### config.mk
export PLATFORM = sky130hd
export DESIGN_NAME = rwsz_ring
export DESIGN_NICKNAME = d
export VERILOG_FILES = /design/src/rtl/rwsz_ring.sv
export SDC_FILE = /design/constraint.sdc
export NUM_CORES = 2
export LEC_CHECK = 0
export BUFFER_PORTS_ARGS = -buffer_cell sky130_fd_sc_hd__buf_2
export CAP_MARGIN = 20
export CORE_ASPECT_RATIO = 1.1
export CORE_MARGIN = 4
export CORE_UTILIZATION = 55
export DETAILED_ROUTE_END_ITERATION = 10
export PLACE_DENSITY = 0.73
export SETUP_SLACK_MARGIN = 0.4
export SYNTH_ARGS = -nofsm -noshare
export SYNTH_HDL_FRONTEND = slang
export SYNTH_SLANG_ARGS = --single-unit
### constraint.sdc
create_clock -name clk -period 3.1 [get_ports clk]
set_input_delay 0.775 -clock clk [delete_from_list [all_inputs] [get_ports clk]]
set_output_delay 0.775 -clock clk [all_outputs]
set_load 0.005 [all_outputs]
### src/rtl/rwsz_ring.sv
`timescale 1ns / 1ps
// ----------------------------------------------------------------------------
// rwsz_ring: sample ring memory
// One write port and one registered read port; a read of the slot being
// written returns the old word.
// ----------------------------------------------------------------------------
module rwsz_ring #(
	parameter int DEPTH = 256,
	parameter int AWID  = 8,
	parameter int DW    = 16
) (
	input  logic            clk,
	input  logic            we,
	input  logic [AWID-1:0] waddr,
	input  logic [DW-1:0]   wdata,
	input  logic [AWID-1:0] raddr,
	output logic [DW-1:0]   rdata
);

	logic [DW-1:0] mem [DEPTH];
	logic [DW-1:0] rdata_q;

	always_ff @(posedge clk) begin
		rdata_q <= mem[raddr];
		if (we) begin
			mem[waddr] <= wdata;
		end
	end

	assign rdata = rdata_q;

endmodule

==> Flow_metrics.wiki <==
{| class="wikitable"
! Metric !! Value
|-
| Aggregate routed wire length || 414700 um
|-
| First-pass GRT wire length || 596600 um
|-
| Power density normalized to cell area || 626.7 nW/um^2
|-
| Remaining design rule violation count || 0
|-
| Req. time, crit path || 3940 ps
|-
| Largest stage delay, worst path || 510 ps
|-
| Effective utilization at floorplan || 55.33%
|-
| Final HPWL from detailed placement || 252800 um
|-
| DR pass1 iterations || 8
|-
| Netlist area before placement || 158700 um^2
|-
| Maximum fanout count along the critical path || 18
|-
| Unrepaired setup endpoints after global routing || yes
|-
| Largest net degree at the start of global routing || 99
|-
| Total vias in the final route || 81920
|-
| Largest vdd supply drop || 538.1 uV
|-
| Number of max-cap violations || 0
|-
| Count of hold-fix buffers inserted at cts || 0
|-
| Count of state elements after synthesis || 4112
|-
| Full die area || 297200 um^2
|-
| Data arrival time of the worst path || 3610 ps
|-
| Synth async-reset ratio || 0%
|-
| Fraction of synthesized cell area taken by the top area cell type || 77.50%
|-
| Top flip-flop cell by instance count after synthesis || edfxtp_1
|-
| Overall routing resource usage || 27.83%
|-
| Die Span Y || 571.4 um
|-
| TritonCTS clock tree || yes
|-
| Most Frequent Cell on Critical Path || buf_12
|-
| Floorplan Core Area || 286900 um^2
|-
| Top area cells in the synthesized netlist || edfxtp_1 (77%), mux4_2 (11%), mux2i_1 (3.6%)
|-
| Static power due to leakage || 59.35 nW
|-
| Final Hold Fails || 0
|-
| Clock Latency Late Sink || 940 ps
|-
| Number of levels the H-tree was split into || 5
|-
| Count of flip-flops with a built-in enable after synthesis || 4096
|-
| Top cells by instance count after synthesis || edfxtp_1 (4096), mux4_2 (797), mux2i_1 (565)
|-
| Slew at the pin closest to its max-slew limit || 1133 ps
|-
| Area growth from synthesis to layout || 15.57%
|-
| Number of buffers created by CTS || 397
|-
| Worst Hold Class || in2reg
|-
| Critical Path End Type || flop
|-
| Most common cell in the synthesized netlist || edfxtp_1
|-
| Share of post-route cells with drive strength above 1 || 29.76%
|-
| Number of vias per cell || 6.583
|-
| Worst rel slew slack || 23.79%
|-
| Count of synthesis-stage warnings from yosys || 0
|-
| Worst Skew || 83.21 ps
|-
| Highest attainable clock frequency || 361.1 MHz
|-
| Type of origin of the critical path || input port
|-
| Die X-Extent || 520.2 um
|-
| Root buffer cell || clkbuf_16
|-
| Setup total negative slack || 0 ps
|-
| Nets || 8291
|-
| Clock-pin transition on the worst setup and hold timing paths || 60 ps
|-
| Number of global-route vias before repair || 81700
|-
| Gate count after technology mapping || 7360
|-
| Antenna violations before repair || 23
|-
| Post-synth cell types || 52
|-
| Gpl congestion || 0.9255
|-
| Clock period minus final worst setup slack || 2769 ps
|-
| Least setup slack across all paths after layout || 330.9 ps
|-
| Start-to-end type of the worst setup path || in2reg
|-
| Starting DRT DRC Count || 11830
|-
| Placement row count || 206
|-
| Ordered list of cells on the worst path || buf_12 -> buf_16 -> buf_12 -> or2_4 -> buf_12 -> buf_4 -> o22ai_1 -> buf_4 -> nor3_1 -> o21ai_0 -> nand3_1 -> nor4_2
|-
| CTS sink count || 4112
|-
| Max clock buf depth || 4
|-
| Net Count, Synth || 7394
|-
| Per-instance average area after synthesis || 21.56 um^2
|-
| Final worst path period share || 89.33%
|-
| Post-synth top area cell || edfxtp_1
|-
| Final setup viols || 0
|-
| Remaining global-route overflow || 0
|-
| Total of buffers placed on input and output ports || 49
|-
| Part of the Yosys area used for sequential elements || 77.70%
|-
| Final Slew Violations || 0
|-
| Wire per inst || 33.32 um
|-
| Worst slack, placed || -1122 ps
|-
| Number of I/O pins || 50
|-
| Status || finished, final reports clean
|-
| Number of routed nets with antenna violations || 0
|-
| Master of the slowest instance on the critical path || o21ai_0
|}
==> registers in the layout, indices dropped and copies added, names as in the netlist <==
name   count
mem     4096
rdata     16
==> worst max-delay path: cells and delay by family <==
kind                   cells  cell delay (ps)
AND/OR/NAND/NOR            4              930
buffers and inverters      6             1070
AO/OA/AOI/OAI              2              760
==> area by class of cell <==
class / count / area [um^2]
Antenna cell: 18 / 45.04
Timing Repair Buffer: 950 / 9223
Clock inverter: 236 / 2241
Clock buffer: 484 / 10350
Multi-Input combinational cell: 2792 / 33400
Sequential cell: 4112 / 123300
Inverter: 4 / 27.53
Fill cell: 18210 / 103500
Tap cell: 3848 / 4815
==> power breakdown <==
group	leakage (nW)	internal [W]	switching, W	total (W)
logic	16.3	0.00245	0.00389	0.00634
registers	36.9	0.0613	0.000144	0.0614
clock network	6.15	0.0268	0.0204	0.0472
==> metal layers <==
metal,wire (um),global-route usage [%],part of all wire (%)
met4,22200,12.88,5.4
met2,196100,43.02,47
met1,149900,38.33,36
met3,46460,6.302,11
met5,88,0,0.021
==> logic make-up after synthesis <==
logic type	Yosys count	share of synthesized area [%]
AOI/OAI and AO/OA	786	3.537
buffers and inverters	456	1.693
DFF	4112	77.70
muxes	1450	15.50
and+or+nand+nor	556	1.574
==> placed cells by master (no fill, tap or decap), types with 27 or more instances in the layout <==
master     instances
nand2_1           37
buf_8             27
nor2_2            61
edfxtp_1        4096
buf_2             28
buf_4            745
clkbuf_1          81
clkbuf_16        405
buf_12           110
mux2_2            87
mux4_2           797
a21oi_1          167
a22oi_1           29
o22ai_1          141
mux2i_1          565
nor2_1           241
nor3_1            84
o221ai_1         242
clkinv_1          84
nand3_1           28
a22o_1            28
clkinv_2          79
bufinv_16         36
o21ai_0           35
==> path summary, 6_finish.rpt <==
path	from	end	slack [ps]	cells after the start
max	raddr[1]	rdata[15]	330	12
min	wdata[9]	mem[178][9]	250	1
max reg2reg	mem[54][15]	rdata[15]	540	5
min reg2reg	mem[226][13]	rdata[13]	1020	6
==> stage by stage <==
stage | utilization [%] | instances | hold WS, ps | instance area [um^2] | total power (W)
after floorplan | - | 7360 | 861.0 | 159200 | 0.06559
after global placement | 59.18 | 11690 | 1026 | 169800 | 0.06849
after detailed placement | 59.18 | 11690 | 1000 | 169800 | 0.06863
after CTS | 63.78 | 12420 | 206.4 | 183000 | 0.1152
after global routing | 63.93 | 12430 | 217.9 | 183400 | 0.1182
final | 63.94 | 12440 | 251.6 | 183400 | 0.1149
==> what timing repair did <==
| action | in CTS | in global routing |
|---|---|---|
| gates resized for setup | 72 | 57 |
| setup endpoints to repair | 16 | 16 |
| buffers inserted | 2 | 0 |
| cloned | 8 | 5 |
| pin swaps | 5 | 10 |
(Power assumes the default switching activity.)
