===== src/rtl/rwsz_pkg.sv =====
`timescale 1ns / 1ps
// ----------------------------------------------------------------------------
// rwsz_pkg: shared types and constants
// Register indexes, statistic codes, output limits and the command/status
// words that pass between the sequencer and the shared arithmetic unit.
// ----------------------------------------------------------------------------
package rwsz_pkg;

	localparam int CNT_W  = 8;
	localparam int SH_W   = CNT_W + 1;
	localparam int VAL_W  = 40;
	localparam int MODE_W = 3;
	localparam int WLEN_W = 9;

	localparam logic REG_WINDOW_LEN = 1'b0;
	localparam logic REG_STAT_MODE  = 1'b1;

	localparam logic [MODE_W-1:0] MODE_SUM  = 3'd0;
	localparam logic [MODE_W-1:0] MODE_MEAN = 3'd1;
	localparam logic [MODE_W-1:0] MODE_VAR  = 3'd2;
	localparam logic [MODE_W-1:0] MODE_STD  = 3'd3;
	localparam logic [MODE_W-1:0] MODE_Z    = 3'd4;

	localparam logic [VAL_W-1:0] VAL_MAX = 40'h7F_FFFF_FFFF;
	localparam logic [VAL_W-1:0] VAL_MIN = 40'h80_0000_0000;

	typedef enum logic [1:0] {
		OP_DIV  = 2'b01,
		OP_SQRT = 2'b10
	} iter_op_t;

	typedef struct packed {
		logic             start;
		iter_op_t         op;
		logic [CNT_W-1:0] count;
	} iter_cmd_t;

	typedef struct packed {
		logic busy;
		logic done;
	} iter_stat_t;

endpackage


===== src/rtl/rwsz_iter.sv =====
`timescale 1ns / 1ps
// ----------------------------------------------------------------------------
// rwsz_iter: shared divide / square-root unit
// Restoring divide (one quotient bit per cycle) or digit-by-digit square root
// (one root bit per cycle) through one shared compare-and-subtract.
// ----------------------------------------------------------------------------
module rwsz_iter #(
	parameter int NW = 69
) (
	input  logic                 clk,
	input  logic                 arst_n,
	input  rwsz_pkg::iter_cmd_t  cmd,
	input  logic [NW-1:0]        num,
	input  logic [NW-1:0]        den,
	output rwsz_pkg::iter_stat_t stat,
	output logic [NW-1:0]        res
);

	logic [NW-1:0]                rem_q, acc_q, res_q, den_q;
	rwsz_pkg::iter_op_t           op_q;
	logic [rwsz_pkg::CNT_W-1:0]   cnt_q;
	logic                         busy_q, done_q;
	logic [rwsz_pkg::SH_W-1:0]    sh;
	logic [NW+1:0]                rem_n, sub, diff;
	logic                         ge;
	logic                         take;

	assign take = cmd.start && !busy_q;

	always_comb begin
		if (cmd.op == rwsz_pkg::OP_SQRT) begin
			sh = rwsz_pkg::SH_W'(NW) - {cmd.count, 1'b0};
		end else begin
			sh = rwsz_pkg::SH_W'(NW) - {1'b0, cmd.count};
		end
		if (op_q == rwsz_pkg::OP_SQRT) begin
			rem_n = {rem_q, acc_q[NW-1:NW-2]};
			sub   = {res_q, 2'b01};
		end else begin
			rem_n = {1'b0, rem_q, acc_q[NW-1]};
			sub   = {2'b00, den_q};
		end
		ge   = rem_n >= sub;
		diff = rem_n - sub;
	end

	always_ff @(posedge clk or negedge arst_n) begin
		if (!arst_n) begin
			busy_q <= 1'b0;
			done_q <= 1'b0;
			cnt_q  <= '0;
		end else begin
			done_q <= 1'b0;
			if (take) begin
				busy_q <= 1'b1;
				cnt_q  <= cmd.count;
			end else if (busy_q) begin
				cnt_q <= cnt_q - 1'b1;
				if (cnt_q == rwsz_pkg::CNT_W'(1)) begin
					busy_q <= 1'b0;
					done_q <= 1'b1;
				end
			end
		end
	end

	always_ff @(posedge clk) begin
		if (take) begin
			op_q  <= cmd.op;
			den_q <= den;
			res_q <= '0;
			acc_q <= num << sh;
			if (cmd.op == rwsz_pkg::OP_SQRT) begin
				rem_q <= '0;
			end else begin
				rem_q <= num >> cmd.count;
			end
		end else if (busy_q) begin
			rem_q <= ge ? diff[NW-1:0] : rem_n[NW-1:0];
			res_q <= {res_q[NW-2:0], ge};
			acc_q <= (op_q == rwsz_pkg::OP_SQRT) ? (acc_q << 2) : (acc_q << 1);
		end
	end

	assign stat.busy = busy_q;
	assign stat.done = done_q;
	assign res       = res_q;

endmodule


===== config.mk =====
export PLATFORM = sky130hd
export DESIGN_NAME = rwsz_iter
export DESIGN_NICKNAME = d
export VERILOG_FILES = /design/src/rtl/rwsz_pkg.sv /design/src/rtl/rwsz_iter.sv
export SDC_FILE = /design/constraint.sdc
export NUM_CORES = 1
export LEC_CHECK = 0
export BUFFER_PORTS_ARGS = -buffer_cell sky130_fd_sc_hd__buf_2
export CORE_ASPECT_RATIO = 1.1
export CORE_MARGIN = 1.5
export CORE_UTILIZATION = 30
export DETAILED_ROUTE_END_ITERATION = 12
export PLACE_DENSITY_LB_ADDON = 0.12
export SETUP_SLACK_MARGIN = 0.4
export SYNTH_ARGS = -nofsm -noshare
export SYNTH_HDL_FRONTEND = slang
export SYNTH_SLANG_ARGS = --single-unit
export TNS_END_PERCENT = 50

===== constraint.sdc =====
create_clock -name clk -period 5.7 [get_ports clk]
set_input_delay 0.285 -clock clk [delete_from_list [all_inputs] [get_ports clk]]
set_output_delay 0.285 -clock clk [all_outputs]
set_load 0.005 [all_outputs]

==> results.py <==
metrics = {
    "grt": {
        "gr-total-overflow": 0,
        "antenna_found_initial": 5,
        "grt_max_degree": 86,
        "grt_usage_pct": 24.0,
        "grt_pass1_vias": 25200,
        "grt_pass1_wl_mm": 165,
    },
    "critical_path": {
        "crit-reg2reg-launch": "op_q[0]",
        "setup.worst_path.start": "op_q[0]",
        "r2r_setup_slack_ns": 0.60,
        "startpoint_type": "flip-flop",
        "end_kind": "flip-flop",
        "crit_path_top_delay_cell": "a2111oi_0",
        "worst_path_largest_cell_delay_ns": 0.64,
        "critical_path_required_ns": 6.00,
        "r2r_cells": 16,
        "crit_fanout": 17,
        "crit_path_cell_trace": "nand2b_2 > nand2b_1 > ha_1 > inv_1 > fa_1 > a21oi_1 > o211ai_1 > a2111oi_0 > nor2_1 > a221oi_1 > buf_4 > o21ai_0 > a21oi_1 > o21ai_0 > mux2i_1 > o221ai_1",
        "crit_arrival_ns": 5.41,
        "crit_type": "flip-flop to flip-flop",
    },
    "placed_design": {
        "dp.cells": 4409,
        "postPlaceCellArea_mm2": 0.0287,
        "routabilityCongestion": 0.946,
        "dp_hpwl_mm": 84.4,
        "port_buffers": 221,
    },
    "pwr": {
        "finalPower_mw": 13.2,
        "p_per_area_mw_per_mm2": 429,
        "max-vdd-ir-drop_mv": 0.218,
        "cellLeakagePower_nw": 12.7,
    },
    "clocking": {
        "tritoncts": "built",
        "cts_made_buffers": 40,
        "clk_path_buf_depth": 3,
        "clk_latency_ns": 0.59,
        "cts.sink_count": 288,
        "htreeDepth": 2,
        "path_clk_slew_ns": 0.06,
        "cts_root_buf": "clkbuf_16",
    },
    "yosys": {
        "synth-seq-cells": 288,
        "synth_top_family_by_area": "compound AO/OA/AOI/OAI gates",
        "yosys-top-cells-count": "726 x nand2_1, 337 x mux2i_1, 209 x edfxtp_1",
        "synthMuxAreaShare_pct": 19.6,
        "yosys.area.top_type": "edfxtp_1",
        "synthSimpleGateAreaFrac_pct": 19.9,
        "yosys_warnings": 0,
        "postSynthAreaPerCell_um2": 8.24,
        "synth_xor_area_share_pct": 2.47,
        "synth.most_common_cell": "nand2_1",
        "ys.flop_type": "edfxtp_1",
        "syn-instance-count": 3230,
        "synth_edf_count": 209,
        "synthArstFlopShare_pct": 3.47,
        "yosysTopAreaCellShare_pct": 23.6,
        "syn-num-nets": 3456,
        "synth_compound_area_share_pct": 20.0,
        "yosys-top-cells-area": "edfxtp_1 24%, mux2i_1 13%, nand2_1 10%",
        "yosysUniqueCellTypes": 89,
        "syn_area_mm2": 0.0266,
        "synth-seq-area-share_pct": 29.7,
        "synthAdderAreaFrac_pct": 3.56,
    },
    "sta": {
        "max_freq_mhz": 196,
        "slew_violations": 0,
        "worst_slew_pin_slew_ns": 1.16,
        "rsz0062_at_grt": "true",
        "fin_skew_ns": 0.0414,
        "post-route-period-util_pct": 89.5,
        "slew_headroom_pct": 22.6,
        "hold_viol_final": 0,
        "fin_tns_setup_ns": 0,
        "whs_ns": 0.149,
        "setup_viol": 0,
        "period_minus_slack_ns": 5.10,
    },
    "detailed_routing": {
        "avgViaCountPerCell": 5.59,
        "routed_wl_mm": 112,
        "wire_per_inst_um": 24.5,
        "route.detailed.drc": 0,
        "dr.first_iter.drc_count": 1952,
        "dr.pass1.iters": 5,
        "vias": 25500,
        "antenna_left": 0,
    },
    "die": {
        "die_h_um": 315,
        "rows": 114,
        "die-width_um": 287,
        "coreArea_mm2": 0.0879,
        "boundaryPins": 222,
        "initial_core_util_pct": 30.3,
        "die-area_mm2": 0.0905,
    },
    "outcome": {
        "outcome": "finished clean",
    },
    "hold_path": {
        "hp-class": "primary input to async pin",
    },
    "layout": {
        "design_area_mm2": 0.0308,
        "fin_cells": 4567,
        "nets": 3601,
        "drive_gt1_share_pct": 15.0,
        "syn_to_final_growth_pct": 15.9,
    },
    "run": {
        "drv_cap": 0,
    },
}
state kept, by name, indices dropped and copies added (netlist names):
register  cells
busy_q        1
done_q        1
den_q        69
acc_q        69
rem_q        69
res          69
op_q          2
cnt_q         8
cells in the final DEF, fill, tap and decap left out, types with 69 or more instances in the layout:
| cell | count |
|---|---|
| nand2_1 | 725 |
| mux2i_1 | 337 |
| buf_2 | 220 |
| edfxtp_1 | 209 |
| o21ai_0 | 205 |
| a21oi_1 | 198 |
| nor2_1 | 175 |
| o22ai_1 | 87 |
| nand2b_1 | 84 |
| buf_4 | 74 |
| ha_1 | 73 |
| dlygate4sd3_1 | 72 |
| nand3_1 | 69 |
| dfxtp_1 | 69 |
layer usage:
layer / routed length (µm) / GRT usage [%]
met1: 47100 / 30.1
met2: 53200 / 40.6
met4: 6010 / 11.9
met3: 5400 / 2.96
met5: 48 / 0
critical path: cells and delay by family (launching register included):
family	cells	cell delay, ns
flip-flops	1	0.49
AO/OA/AOI/OAI	8	2.37
buffers and inverters	2	0.25
AND/OR/NAND/NOR	3	0.93
adder cells (fa/ha/maj)	2	0.60
multiplexers	1	0.19
worst paths after layout:
path	end
max in group asynchronous	busy_q
min	done_q
max reg2reg	rem_q[56]
max	rem_q[56]
min reg2reg	res[10]
min in group clk	cnt_q[5]
repair_timing:
action | in CTS | in global routing
hold buffers | 72 | 0
hold endpoints to repair | 81 | 0
gates resized for setup | 0 | 0
setup endpoints to repair | 0 | 35
buffers inserted | 0 | 11
final cells by class:
cell class,count,area (µm²)
Inverter,36,145
Sequential cell,288,7910
Antenna cell,1,2.50
Timing Repair Buffer,369,2440
Multi-Input combinational cell,2640,17500
Tap cell,1160,1450
Fill cell,9409,57000
Clock buffer,55,1160
Clock inverter,18,188
power breakdown:
group / internal (mW) / switching, mW
combinational: 2.73 / 4.21
clock: 1.53 / 1.04
sequential: 3.16 / 0.558
total: 7.42 / 5.81
logic make-up (layout without fill, tap and decap cells):
| kind of cell | after synthesis | count (layout) |
|---|---|---|
| flops | 288 | 288 |
| simple gates | 1221 | 1222 |
| fa+ha+maj | 75 | 75 |
| xor+xnor | 75 | 75 |
| compound gates | 826 | 826 |
| buf+inv | 303 | 478 |
| mux | 442 | 442 |
| other cells | 0 | 1 |
metrics by stage:
step	util, %	setup WS (ns)
after floorplan	-	0.718
after global placement	32.6	0.657
after detailed placement	32.6	0.481
after CTS	35.0	0.504
after global routing	35.1	0.374
final	35.1	0.598
Note: power is estimated with default switching activity, not from simulation.
